`src/hdl/ws2812s_pkg.sv`:
```
package ws2812s_pkg;

   localparam int COLOR_W     = 24;
   localparam int INDEX_W     = 7;
   localparam int WORD_W      = 16;
   localparam int BIT_CNT_W   = 5;
   localparam int CSR_INDEX_W = 3;
   localparam int QUEUE_DEPTH = 4;
   localparam int QPTR_W      = 2;

   // position of the top color bit, sent first (msb goes first)
   localparam logic [BIT_CNT_W-1:0] LAST_BIT = 5'd23;

   localparam logic [CSR_INDEX_W-1:0] CSR_SECOND_START = 3'd0;
   localparam logic [CSR_INDEX_W-1:0] CSR_THIRD_START  = 3'd1;
   localparam logic [CSR_INDEX_W-1:0] CSR_BIT_PERIOD   = 3'd2;
   localparam logic [CSR_INDEX_W-1:0] CSR_RESET_PERIOD = 3'd3;
   localparam logic [CSR_INDEX_W-1:0] CSR_ZERO_COMPARE = 3'd4;
   localparam logic [CSR_INDEX_W-1:0] CSR_ONE_COMPARE  = 3'd5;

   localparam logic [INDEX_W-1:0] RST_SECOND_START = 7'd27;
   localparam logic [INDEX_W-1:0] RST_THIRD_START  = 7'd55;
   localparam logic [WORD_W-1:0]  RST_BIT_PERIOD   = 16'd95;
   localparam logic [WORD_W-1:0]  RST_RESET_PERIOD = 16'd1199;
   localparam logic [WORD_W-1:0]  RST_ZERO_COMPARE = 16'd4;
   localparam logic [WORD_W-1:0]  RST_ONE_COMPARE  = 16'd9;

   typedef enum logic [0:0] {
      KIND_WRITE = 1'b0,
      KIND_TICK  = 1'b1
   } kind_type;

   typedef enum logic [1:0] {
      CH_FIRST  = 2'd0,
      CH_SECOND = 2'd1,
      CH_THIRD  = 2'd2
   } chan_type;

   typedef struct packed {
      logic [INDEX_W-1:0] second_start;
      logic [INDEX_W-1:0] third_start;
      logic [WORD_W-1:0]  bit_period;
      logic [WORD_W-1:0]  reset_period;
      logic [WORD_W-1:0]  zero_compare;
      logic [WORD_W-1:0]  one_compare;
   } cfg_type;

   typedef struct packed {
      kind_type           kind;
      logic               store;
      chan_type           chan;
      logic [INDEX_W-1:0] offset;
      logic [COLOR_W-1:0] color;
   } word_type;

   typedef struct packed {
      logic     valid;
      word_type word;
   } head_type;

endpackage

```
`src/hdl/ws2812s_front.sv`:
```
module ws2812s_front #(
   parameter int LEDS_PER_CHANNEL = 32
) (
   input  logic                                   req_valid,
   output logic                                   req_stall,
   input  logic                                   req_kind,
   input  logic [ws2812s_pkg::INDEX_W-1:0]        req_led_index,
   input  logic [ws2812s_pkg::COLOR_W-1:0]        req_color,
   input  ws2812s_pkg::cfg_type                   cfg,
   input  logic                                   queue_full,
   input  logic                                   clearing,
   output logic                                   push,
   output ws2812s_pkg::word_type                  push_word
);

   localparam int CNT_W = $clog2(LEDS_PER_CHANNEL + 1);
   localparam int CMP_W = (CNT_W > ws2812s_pkg::INDEX_W) ? CNT_W : ws2812s_pkg::INDEX_W;
   localparam logic [CMP_W-1:0] DEPTH = CMP_W'(LEDS_PER_CHANNEL);

   ws2812s_pkg::chan_type               chan;
   logic [ws2812s_pkg::INDEX_W-1:0]     offset;
   logic                                in_range;
   ws2812s_pkg::kind_type               kind;

   // boundaries are tested in order, so the offset never goes negative
   always_comb begin
      chan   = ws2812s_pkg::CH_FIRST;
      offset = req_led_index;
      if (req_led_index < cfg.second_start) begin
         chan   = ws2812s_pkg::CH_FIRST;
         offset = req_led_index;
      end else if (req_led_index < cfg.third_start) begin
         chan   = ws2812s_pkg::CH_SECOND;
         offset = req_led_index - cfg.second_start;
      end else begin
         chan   = ws2812s_pkg::CH_THIRD;
         offset = req_led_index - cfg.third_start;
      end
   end

   assign in_range  = CMP_W'(offset) < DEPTH;
   assign kind      = ws2812s_pkg::kind_type'(req_kind);

   assign req_stall = queue_full || clearing;
   assign push      = req_valid && !req_stall;

   assign push_word.kind   = kind;
   assign push_word.store  = (kind == ws2812s_pkg::KIND_WRITE) && in_range;
   assign push_word.chan   = chan;
   assign push_word.offset = offset;
   assign push_word.color  = req_color;

endmodule

```
`src/hdl/ws2812s_queue.sv`:
```
module ws2812s_queue (
   input  logic                  clock,
   input  logic                  reset,
   input  logic                  push,
   input  ws2812s_pkg::word_type push_word,
   output logic                  full,
   output ws2812s_pkg::head_type head,
   input  logic                  pop
);

   localparam logic [ws2812s_pkg::QPTR_W:0] DEPTH =
      (ws2812s_pkg::QPTR_W + 1)'(ws2812s_pkg::QUEUE_DEPTH);

   ws2812s_pkg::word_type entry_ff [ws2812s_pkg::QUEUE_DEPTH];

   logic [ws2812s_pkg::QPTR_W-1:0] wr_ptr_ff, wr_ptr_in;
   logic [ws2812s_pkg::QPTR_W-1:0] rd_ptr_ff, rd_ptr_in;
   logic [ws2812s_pkg::QPTR_W:0]   count_ff, count_in;
   logic                           do_push, do_pop;

   assign full       = count_ff == DEPTH;
   assign head.valid = count_ff != '0;
   assign head.word  = entry_ff[rd_ptr_ff];

   assign do_push = push && !full;
   assign do_pop  = pop && head.valid;

   always_comb begin
      wr_ptr_in = do_push ? wr_ptr_ff + 1'b1 : wr_ptr_ff;
      rd_ptr_in = do_pop ? rd_ptr_ff + 1'b1 : rd_ptr_ff;
      count_in  = count_ff;
      if (do_push && !do_pop) begin
         count_in = count_ff + 1'b1;
      end else if (do_pop && !do_push) begin
         count_in = count_ff - 1'b1;
      end
   end

   always_ff @(posedge clock) begin
      if (reset) begin
         wr_ptr_ff <= '0;
         rd_ptr_ff <= '0;
         count_ff  <= '0;
      end else begin
         wr_ptr_ff <= wr_ptr_in;
         rd_ptr_ff <= rd_ptr_in;
         count_ff  <= count_in;
      end
   end

   always_ff @(posedge clock) begin
      if (do_push) begin
         entry_ff[wr_ptr_ff] <= push_word;
      end
   end

endmodule

```
`src/hdl/ws2812s_back.sv`:
```
module ws2812s_back #(
   parameter int LEDS_PER_CHANNEL = 32
) (
   input  logic                               clock,
   input  logic                               reset,
   input  ws2812s_pkg::cfg_type               cfg,
   input  ws2812s_pkg::head_type              head,
   output logic                               pop,
   output logic                               clearing,
   output logic                               rsp_valid,
   input  logic                               rsp_stall,
   output logic [ws2812s_pkg::WORD_W-1:0]     rsp_period,
   output logic [ws2812s_pkg::WORD_W-1:0]     rsp_compare_first,
   output logic [ws2812s_pkg::WORD_W-1:0]     rsp_compare_second,
   output logic [ws2812s_pkg::WORD_W-1:0]     rsp_compare_third,
   output logic                               rsp_reset_slot
);

   localparam int ADDR_W = (LEDS_PER_CHANNEL > 1) ? $clog2(LEDS_PER_CHANNEL) : 1;
   localparam int CNT_W  = $clog2(LEDS_PER_CHANNEL + 1);
   localparam logic [CNT_W-1:0]  FRAME_END = CNT_W'(LEDS_PER_CHANNEL);
   localparam logic [ADDR_W-1:0] LAST_ADDR = ADDR_W'(LEDS_PER_CHANNEL - 1);

   localparam int COLOR_W = ws2812s_pkg::COLOR_W;
   localparam int WORD_W  = ws2812s_pkg::WORD_W;
   localparam int BIT_W   = ws2812s_pkg::BIT_CNT_W;

   logic [COLOR_W-1:0] store_first  [LEDS_PER_CHANNEL];
   logic [COLOR_W-1:0] store_second [LEDS_PER_CHANNEL];
   logic [COLOR_W-1:0] store_third  [LEDS_PER_CHANNEL];

   logic [COLOR_W-1:0] rd_first_ff, rd_second_ff, rd_third_ff;

   logic               clear_busy_ff, clear_busy_in;
   logic [ADDR_W-1:0]  clear_addr_ff, clear_addr_in;
   logic [CNT_W-1:0]   led_cnt_ff, led_cnt_in;
   logic [BIT_W-1:0]   bit_cnt_ff, bit_cnt_in;

   logic               s1_valid_ff, s1_valid_in;
   logic               s1_reset_ff;
   logic [BIT_W-1:0]   s1_bit_ff;

   logic               rsp_valid_ff, rsp_valid_in;
   logic [WORD_W-1:0]  rsp_period_ff, rsp_first_ff, rsp_second_ff, rsp_third_ff;
   logic               rsp_reset_ff;

   logic               s1_adv, s1_free, head_is_tick, issue_tick, issue_write;
   logic               end_of_frame, rd_en;
   logic [ADDR_W-1:0]  rd_addr, wr_addr;
   logic [COLOR_W-1:0] wr_data;
   logic [2:0]         wr_en;
   logic [BIT_W-1:0]   bit_pos;

   assign clearing = clear_busy_ff;

   assign s1_adv       = s1_valid_ff && (!rsp_valid_ff || !rsp_stall);
   assign s1_free      = !s1_valid_ff || s1_adv;
   assign head_is_tick = head.word.kind == ws2812s_pkg::KIND_TICK;
   // a tick waits for room in the read stage, a write never waits on it
   assign pop          = head.valid && !clear_busy_ff && (!head_is_tick || s1_free);
   assign issue_tick   = pop && head_is_tick;
   assign issue_write  = pop && !head_is_tick && head.word.store;
   assign end_of_frame = led_cnt_ff == FRAME_END;

   assign rd_en   = issue_tick && !end_of_frame;
   assign rd_addr = led_cnt_ff[ADDR_W-1:0];
   assign wr_addr = clear_busy_ff ? clear_addr_ff : ADDR_W'(head.word.offset);
   assign wr_data = clear_busy_ff ? '0 : head.word.color;

   always_comb begin
      wr_en = {3{clear_busy_ff}};
      if (issue_write) begin
         case (head.word.chan)
            ws2812s_pkg::CH_FIRST:  wr_en = 3'b001;
            ws2812s_pkg::CH_SECOND: wr_en = 3'b010;
            ws2812s_pkg::CH_THIRD:  wr_en = 3'b100;
            default:                wr_en = 3'b000;
         endcase
      end
   end

   // clearing pass after reset, one row of all three stores per cycle
   always_comb begin
      clear_busy_in = clear_busy_ff;
      clear_addr_in = clear_addr_ff;
      if (clear_busy_ff) begin
         clear_addr_in = clear_addr_ff + 1'b1;
         if (clear_addr_ff == LAST_ADDR) begin
            clear_busy_in = 1'b0;
         end
      end
   end

   always_comb begin
      led_cnt_in = led_cnt_ff;
      bit_cnt_in = bit_cnt_ff;
      if (issue_tick) begin
         if (end_of_frame) begin
            led_cnt_in = '0;
            bit_cnt_in = '0;
         end else if (bit_cnt_ff == ws2812s_pkg::LAST_BIT) begin
            led_cnt_in = led_cnt_ff + 1'b1;
            bit_cnt_in = '0;
         end else begin
            bit_cnt_in = bit_cnt_ff + 1'b1;
         end
      end
   end

   always_comb begin
      s1_valid_in = s1_valid_ff;
      if (issue_tick) begin
         s1_valid_in = 1'b1;
      end else if (s1_adv) begin
         s1_valid_in = 1'b0;
      end
      rsp_valid_in = rsp_valid_ff;
      if (s1_adv) begin
         rsp_valid_in = 1'b1;
      end else if (rsp_valid_ff && !rsp_stall) begin
         rsp_valid_in = 1'b0;
      end
   end

   always_ff @(posedge clock) begin
      if (reset) begin
         clear_busy_ff <= 1'b1;
         clear_addr_ff <= '0;
         led_cnt_ff    <= '0;
         bit_cnt_ff    <= '0;
         s1_valid_ff   <= 1'b0;
         rsp_valid_ff  <= 1'b0;
      end else begin
         clear_busy_ff <= clear_busy_in;
         clear_addr_ff <= clear_addr_in;
         led_cnt_ff    <= led_cnt_in;
         bit_cnt_ff    <= bit_cnt_in;
         s1_valid_ff   <= s1_valid_in;
         rsp_valid_ff  <= rsp_valid_in;
      end
   end

   always_ff @(posedge clock) begin
      if (wr_en[0]) begin
         store_first[wr_addr] <= wr_data;
      end
      if (rd_en) begin
         rd_first_ff <= store_first[rd_addr];
      end
   end

   always_ff @(posedge clock) begin
      if (wr_en[1]) begin
         store_second[wr_addr] <= wr_data;
      end
      if (rd_en) begin
         rd_second_ff <= store_second[rd_addr];
      end
   end

   always_ff @(posedge clock) begin
      if (wr_en[2]) begin
         store_third[wr_addr] <= wr_data;
      end
      if (rd_en) begin
         rd_third_ff <= store_third[rd_addr];
      end
   end

   always_ff @(posedge clock) begin
      if (issue_tick) begin
         s1_reset_ff <= end_of_frame;
         s1_bit_ff   <= bit_cnt_ff;
      end
   end

   // msb first
   assign bit_pos = ws2812s_pkg::LAST_BIT - s1_bit_ff;

   always_ff @(posedge clock) begin
      if (s1_adv) begin
         rsp_reset_ff <= s1_reset_ff;
         if (s1_reset_ff) begin
            rsp_period_ff <= cfg.reset_period;
            rsp_first_ff  <= '0;
            rsp_second_ff <= '0;
            rsp_third_ff  <= '0;
         end else begin
            rsp_period_ff <= cfg.bit_period;
            rsp_first_ff  <= rd_first_ff[bit_pos] ? cfg.one_compare : cfg.zero_compare;
            rsp_second_ff <= rd_second_ff[bit_pos] ? cfg.one_compare : cfg.zero_compare;
            rsp_third_ff  <= rd_third_ff[bit_pos] ? cfg.one_compare : cfg.zero_compare;
         end
      end
   end

   assign rsp_valid          = rsp_valid_ff;
   assign rsp_period         = rsp_period_ff;
   assign rsp_compare_first  = rsp_first_ff;
   assign rsp_compare_second = rsp_second_ff;
   assign rsp_compare_third  = rsp_third_ff;
   assign rsp_reset_slot     = rsp_reset_ff;

   a_no_pop_while_clearing: assert property (@(posedge clock) disable iff (reset)
      clear_busy_ff |-> !pop)
      else $error("queue popped during clearing pass");

   a_led_cnt_bound: assert property (@(posedge clock) disable iff (reset)
      led_cnt_ff <= FRAME_END)
      else $error("led counter past frame end");

   a_bit_cnt_bound: assert property (@(posedge clock) disable iff (reset)
      bit_cnt_ff <= ws2812s_pkg::LAST_BIT)
      else $error("bit counter past last color bit");

   a_frame_end_bit_zero: assert property (@(posedge clock) disable iff (reset)
      end_of_frame |-> bit_cnt_ff == '0)
      else $error("frame end reached mid color word");

   a_read_data_held: assert property (@(posedge clock) disable iff (reset)
      s1_valid_ff && !s1_adv |=> s1_valid_ff && $stable(rd_first_ff)
         && $stable(rd_second_ff) && $stable(rd_third_ff) && $stable(s1_bit_ff))
      else $error("read stage lost data while held");

endmodule

```
`src/hdl/three_channel_ws2812_bit_serializer_unit.sv`:
```
// three channel ws2812 bit-slot serializer
//
// req channel: kind selects a color write (led_index, color) or a bit-slot tick.
// writes are routed to a channel by the two start registers and stored; writes
// whose offset falls past the channel depth are dropped. writes give no rsp word.
// rsp channel: one word per tick with the pwm period and three compare values,
// msb first through each led's 24 bits, then one reset slot after the last led.
// csr port: write enable, index and data; write only while the block is idle.
// throughput: one req word per cycle, writes and ticks alike, while req_stall
// is low. a tick's rsp word passes the queue, the store read stage and the
// rsp register before it is valid.
// the four-entry queue between routing and store access keeps req flowing while
// rsp is stalled; once the queue fills, req_stall rises.
// reset: config returns to its defaults, counters clear, and the frame store is
// swept to zero row by row, during which req_stall is high.
module three_channel_ws2812_bit_serializer_unit #(
   parameter int LEDS_PER_CHANNEL = 32
) (
   input  logic                                    clock,
   input  logic                                    reset,
   input  logic                                    req_valid,
   output logic                                    req_stall,
   input  logic                                    req_kind,
   input  logic [ws2812s_pkg::INDEX_W-1:0]         req_led_index,
   input  logic [ws2812s_pkg::COLOR_W-1:0]         req_color,
   output logic                                    rsp_valid,
   input  logic                                    rsp_stall,
   output logic [ws2812s_pkg::WORD_W-1:0]          rsp_period,
   output logic [ws2812s_pkg::WORD_W-1:0]          rsp_compare_first,
   output logic [ws2812s_pkg::WORD_W-1:0]          rsp_compare_second,
   output logic [ws2812s_pkg::WORD_W-1:0]          rsp_compare_third,
   output logic                                    rsp_reset_slot,
   input  logic                                    csr_write_enable,
   input  logic [ws2812s_pkg::CSR_INDEX_W-1:0]     csr_index,
   input  logic [ws2812s_pkg::WORD_W-1:0]          csr_wdata
);

   ws2812s_pkg::cfg_type  cfg_ff, cfg_in;
   ws2812s_pkg::word_type push_word;
   ws2812s_pkg::head_type head;
   logic                  push, pop, queue_full, clearing;

   always_comb begin
      cfg_in = cfg_ff;
      if (csr_write_enable) begin
         case (csr_index)
            ws2812s_pkg::CSR_SECOND_START:
               cfg_in.second_start = csr_wdata[ws2812s_pkg::INDEX_W-1:0];
            ws2812s_pkg::CSR_THIRD_START:
               cfg_in.third_start = csr_wdata[ws2812s_pkg::INDEX_W-1:0];
            ws2812s_pkg::CSR_BIT_PERIOD:   cfg_in.bit_period   = csr_wdata;
            ws2812s_pkg::CSR_RESET_PERIOD: cfg_in.reset_period = csr_wdata;
            ws2812s_pkg::CSR_ZERO_COMPARE: cfg_in.zero_compare = csr_wdata;
            ws2812s_pkg::CSR_ONE_COMPARE:  cfg_in.one_compare  = csr_wdata;
            default:                       cfg_in = cfg_ff;
         endcase
      end
   end

   always_ff @(posedge clock) begin
      if (reset) begin
         cfg_ff.second_start <= ws2812s_pkg::RST_SECOND_START;
         cfg_ff.third_start  <= ws2812s_pkg::RST_THIRD_START;
         cfg_ff.bit_period   <= ws2812s_pkg::RST_BIT_PERIOD;
         cfg_ff.reset_period <= ws2812s_pkg::RST_RESET_PERIOD;
         cfg_ff.zero_compare <= ws2812s_pkg::RST_ZERO_COMPARE;
         cfg_ff.one_compare  <= ws2812s_pkg::RST_ONE_COMPARE;
      end else begin
         cfg_ff <= cfg_in;
      end
   end

   ws2812s_front #(
      .LEDS_PER_CHANNEL(LEDS_PER_CHANNEL)
   ) u_front (
      .req_valid     (req_valid),
      .req_stall     (req_stall),
      .req_kind      (req_kind),
      .req_led_index (req_led_index),
      .req_color     (req_color),
      .cfg           (cfg_ff),
      .queue_full    (queue_full),
      .clearing      (clearing),
      .push          (push),
      .push_word     (push_word)
   );

   ws2812s_queue u_queue (
      .clock     (clock),
      .reset     (reset),
      .push      (push),
      .push_word (push_word),
      .full      (queue_full),
      .head      (head),
      .pop       (pop)
   );

   ws2812s_back #(
      .LEDS_PER_CHANNEL(LEDS_PER_CHANNEL)
   ) u_back (
      .clock              (clock),
      .reset              (reset),
      .cfg                (cfg_ff),
      .head               (head),
      .pop                (pop),
      .clearing           (clearing),
      .rsp_valid          (rsp_valid),
      .rsp_stall          (rsp_stall),
      .rsp_period         (rsp_period),
      .rsp_compare_first  (rsp_compare_first),
      .rsp_compare_second (rsp_compare_second),
      .rsp_compare_third  (rsp_compare_third),
      .rsp_reset_slot     (rsp_reset_slot)
   );

endmodule

```
`config.mk`:
```
export PLATFORM = sky130hd
export DESIGN_NAME = three_channel_ws2812_bit_serializer_unit
export DESIGN_NICKNAME = d
export VERILOG_FILES = /design/src/hdl/ws2812s_pkg.sv /design/src/hdl/ws2812s_front.sv /design/src/hdl/ws2812s_queue.sv /design/src/hdl/ws2812s_back.sv /design/src/hdl/three_channel_ws2812_bit_serializer_unit.sv
export SDC_FILE = /design/constraint.sdc
export NUM_CORES = 2
export LEC_CHECK = 0
export BUFFER_PORTS_ARGS = -buffer_cell sky130_fd_sc_hd__buf_2
export CAP_MARGIN = 20
export CORE_UTILIZATION = 25
export DETAILED_ROUTE_END_ITERATION = 16
export HOLD_SLACK_MARGIN = 0.15
export PLACE_DENSITY = 0.5
export SYNTH_ARGS = -nofsm -noshare
export SYNTH_HDL_FRONTEND = slang
export SYNTH_SLANG_ARGS = --single-unit
```
`constraint.sdc`:
```
create_clock -name clock -period 18.13 [get_ports clock]
set_clock_uncertainty 0.2 [all_clocks]
set_input_delay 0 -clock clock [delete_from_list [all_inputs] [get_ports clock]]
set_output_delay 0 -clock clock [all_outputs]
set_load 0.01 [all_outputs]
```
==> results_dict.tcl <==
set metrics [dict create \
    yosysMostFrequentCell "edfxtp_1" \
    critPathKind "reg2reg" \
    clock_latency_ns 0.86 \
    cpMostUsedCell "buf_4" \
    slowest_delay_ns 0.86 \
    power.density_nw_per_um2 104 \
    yosysTopAreaCellShare 0.749 \
    globalRouteTotalUtil 0.129 \
    r2r_start "u_back.led_cnt_ff[0]" \
    synthTopCellsByCount "2579 x edfxtp_1, 765 x mux4_2, 182 x nand2_1" \
    period_minus_slack_ns 5.98 \
    drc 0 \
    ys_async_sr_fraction 0 \
    htree_levels 5 \
    syn_area_um2 103000 \
    setup_tns_ns 0 \
    cts.clk_slew.worst_paths_ns 0.06 \
    start_kind "register" \
    hold_buffers 131 \
    path_cells "buf_12, buf_4, buf_4, buf_4, mux4_2, mux4_2, mux2_2" \
    postCtsSetupBuffers 0 \
    crit_path_end_kind "register" \
    holdCritPathClass "reg2reg" \
    fill_cells 39700 \
    clock.fmax_mhz 167 \
    slew_headroom 0.197 \
    place_ws_ns 11.85 \
    portBuffers 122 \
    fin_util 0.299 \
    drv_cap 0 \
    dr_total_vias 48300 \
    rr_endpoint "u_back.rd_third_ff[5]" \
    dominantRegCellSynth "edfxtp_1" \
    cts_resized 0 \
    ant_nets 0 \
    synth_edf_count 2579 \
    antenna_found_initial 16 \
    cts.sinks 2685 \
    initial_core_util 0.252 \
    multi_input_area_um2 23600 \
    synthCells 4557 \
    grt_overflow 0 \
    dr.pass1.iters 6 \
    r2r_setup_slack_ns 12.15 \
    setup_slack_ns 12.15 \
    register_area_um2 79600 \
    fp.dieH_um 645 \
    setup_viol 0 \
    grt_pass1_wl_um 386000 \
    grt_pass1_vias 50900 \
    place.gp.congestion 0.746 \
    period_share 0.330 \
    ys_seq_area_frac 0.770 \
    numCtsBuffers 283 \
    synth_fp_nets 4640 \
    dp_hpwl_um 145000 \
    cts_root_buf "clkbuf_16" \
    drive_above_1_share 0.323 \
    syn_to_final_growth_pct 18.8 \
    p_leak_nw 36.3 \
    finalNetCount 5121 \
    startpoint "u_back.led_cnt_ff[0]" \
    io_pins 123 \
    ys_types 57 \
    yosysTopAreaCell "edfxtp_1" \
    rsz0062_at_grt "no" \
    row_count 235 \
    r2r.worst_path.cells 7 \
    worstPathRequired_ns 18.53 \
    die_x_um 645 \
    placedCellCount 10100 \
    finalHoldViolCount 0 \
    crit_slowest_cell "dfxtp_4" \
    worst_slew_pin_slew_ns 1.20 \
    synthTopCellsByArea "edfxtp_1 75%, mux4_2 17%, dfxtp_1 2.1%, mux2_2 1.0%, nand2_1 0.66%" \
    wire_per_inst_um 25.4 \
    status "completed" \
    cts_tree "yes" \
    clockBufferDepth 4 \
    drt_iter0_markers 4607 \
    vdd_drop_max_v 0.0000947 \
    endpoint "u_back.rd_third_ff[5]" \
    drv_slew 0 \
    viasPerCell 4.51 \
    cp_max_fo 102 \
    ys_ff_latch 2685 \
    wl_um 272000 \
    core_um2 410000 \
    dieArea_um2 416000 \
    synth_warnings 0 \
    grt_max_degree 103 \
    crit_arrival_ns 6.38 \
    avgSynthCellArea_um2 22.7 \
    final_cells 10700 \
]
==> cell type report <==
cell class / count / area share
Antenna cell: 12 / 0.000245
Timing Repair Buffer: 434 / 0.0298
Tap cell: 5451 / 0.0556
Inverter: 32 / 0.000978
Sequential cell: 2685 / 0.648
Clock inverter: 151 / 0.0121
Multi-Input combinational cell: 1602 / 0.192
Clock buffer: 349 / 0.0611
==> routing by layer <==
layer	up-vias	global-route usage	wire length [um]
li1	20100	-	-
met1	26600	0.170	115000
met2	1264	0.223	138000
met3	319	0.0194	13500
met4	0	0.0266	5370
met5	-	0	0
==> worst min path at each step <==
stage	start	end	slack [ns]	cells past startpoint
6_report	cfg_ff[76]	cfg_ff[76]	0.26	2
5_1_grt	req_color[11]	u_queue.entry_ff[1][11]	0.27	3
4_1_cts	csr_index[1]	cfg_ff[50]	0.23	6
3_5_place_dp	req_color[14]	u_queue.entry_ff[2][14]	0.02	1
3_3_place_gp	req_color[13]	u_queue.entry_ff[0][13]	0.01	1
2_1_floorplan	req_color[0]	u_queue.entry_ff[0][0]	-0.10	0
==> registers in the layout, indices dropped and copies added (netlist names), 2 cells and up, named ones only <==
| name | cells |
|---|---|
| cfg_ff | 78 |
| u_back.bit_cnt_ff | 5 |
| u_back.clear_addr_ff | 5 |
| u_back.led_cnt_ff | 6 |
| u_back.rd_first_ff | 24 |
| u_back.rd_second_ff | 24 |
| u_back.rd_third_ff | 24 |
| u_back.rsp_compare_first | 16 |
| u_back.rsp_compare_second | 16 |
| u_back.rsp_compare_third | 16 |
| u_back.rsp_period | 16 |
| u_back.s1_bit_ff | 5 |
| u_back.store_first | 768 |
| u_back.store_second | 768 |
| u_back.store_third | 768 |
| u_queue.count_ff | 3 |
| u_queue.entry_ff | 132 |
| u_queue.rd_ptr_ff | 2 |
| u_queue.wr_ptr_ff | 2 |
==> cell usage in the layout, fill, tap and decap left out, types with 12 or more instances in the layout <==
master            n
clkbuf_16       288
edfxtp_1       2579
xor2_1           17
nand2_1         182
mux2i_1          68
buf_2           122
nor2b_1          15
nor2_1           89
dfxtp_1          99
clkinv_1         54
a21oi_1          72
buf_12           17
buf_4           156
nor2_4           91
clkinv_2         42
clkbuf_1         54
bufinv_16        26
nand2b_1         16
nand3b_1         17
mux2_2           93
dlygate4sd3_1   130
nand3_1          13
mux4_2          765
nor2b_4          24
inv_1            32
diode_2          12
ha_1             24
==> power breakdown <==
part           internal (mW)  switching, mW
Combinational          0.105          0.144
Clock                   3.32           2.39
Sequential              6.78         0.0160
==> metrics by stage <==
stage / area [um^2] / hold slack [ns] / total power [mW]
global route: 123000 / 0.274 / 13.1
detailed placement: 112000 / 0.0184 / 7.16
floorplan: 103000 / -0.101 / 7.05
CTS: 122000 / 0.226 / 12.9
global placement: 112000 / 0.0138 / 7.15
finish: 123000 / 0.258 / 12.8
==> critical path, delay by kind of cell (launching register included) <==
family	cells	cell delay, ns
muxes	3	1.39
buffers and inverters	4	3.06
DFF	1	0.86
==> logic make-up (layout without fill, tap and decap cells) <==
family | Yosys count | in the layout | share of synthesized area
mux | 926 | 926 | 0.183
buf+inv | 270 | 966 | 0.0115
xor+xnor | 24 | 24 | 0.00203
simple gates | 492 | 492 | 0.0210
other cells | 0 | 12 | 0
fa+ha+maj | 27 | 27 | 0.00349
compound gates | 133 | 133 | 0.00866
flops | 2685 | 2685 | 0.770
Note: power is estimated with default switching activity, not from simulation.
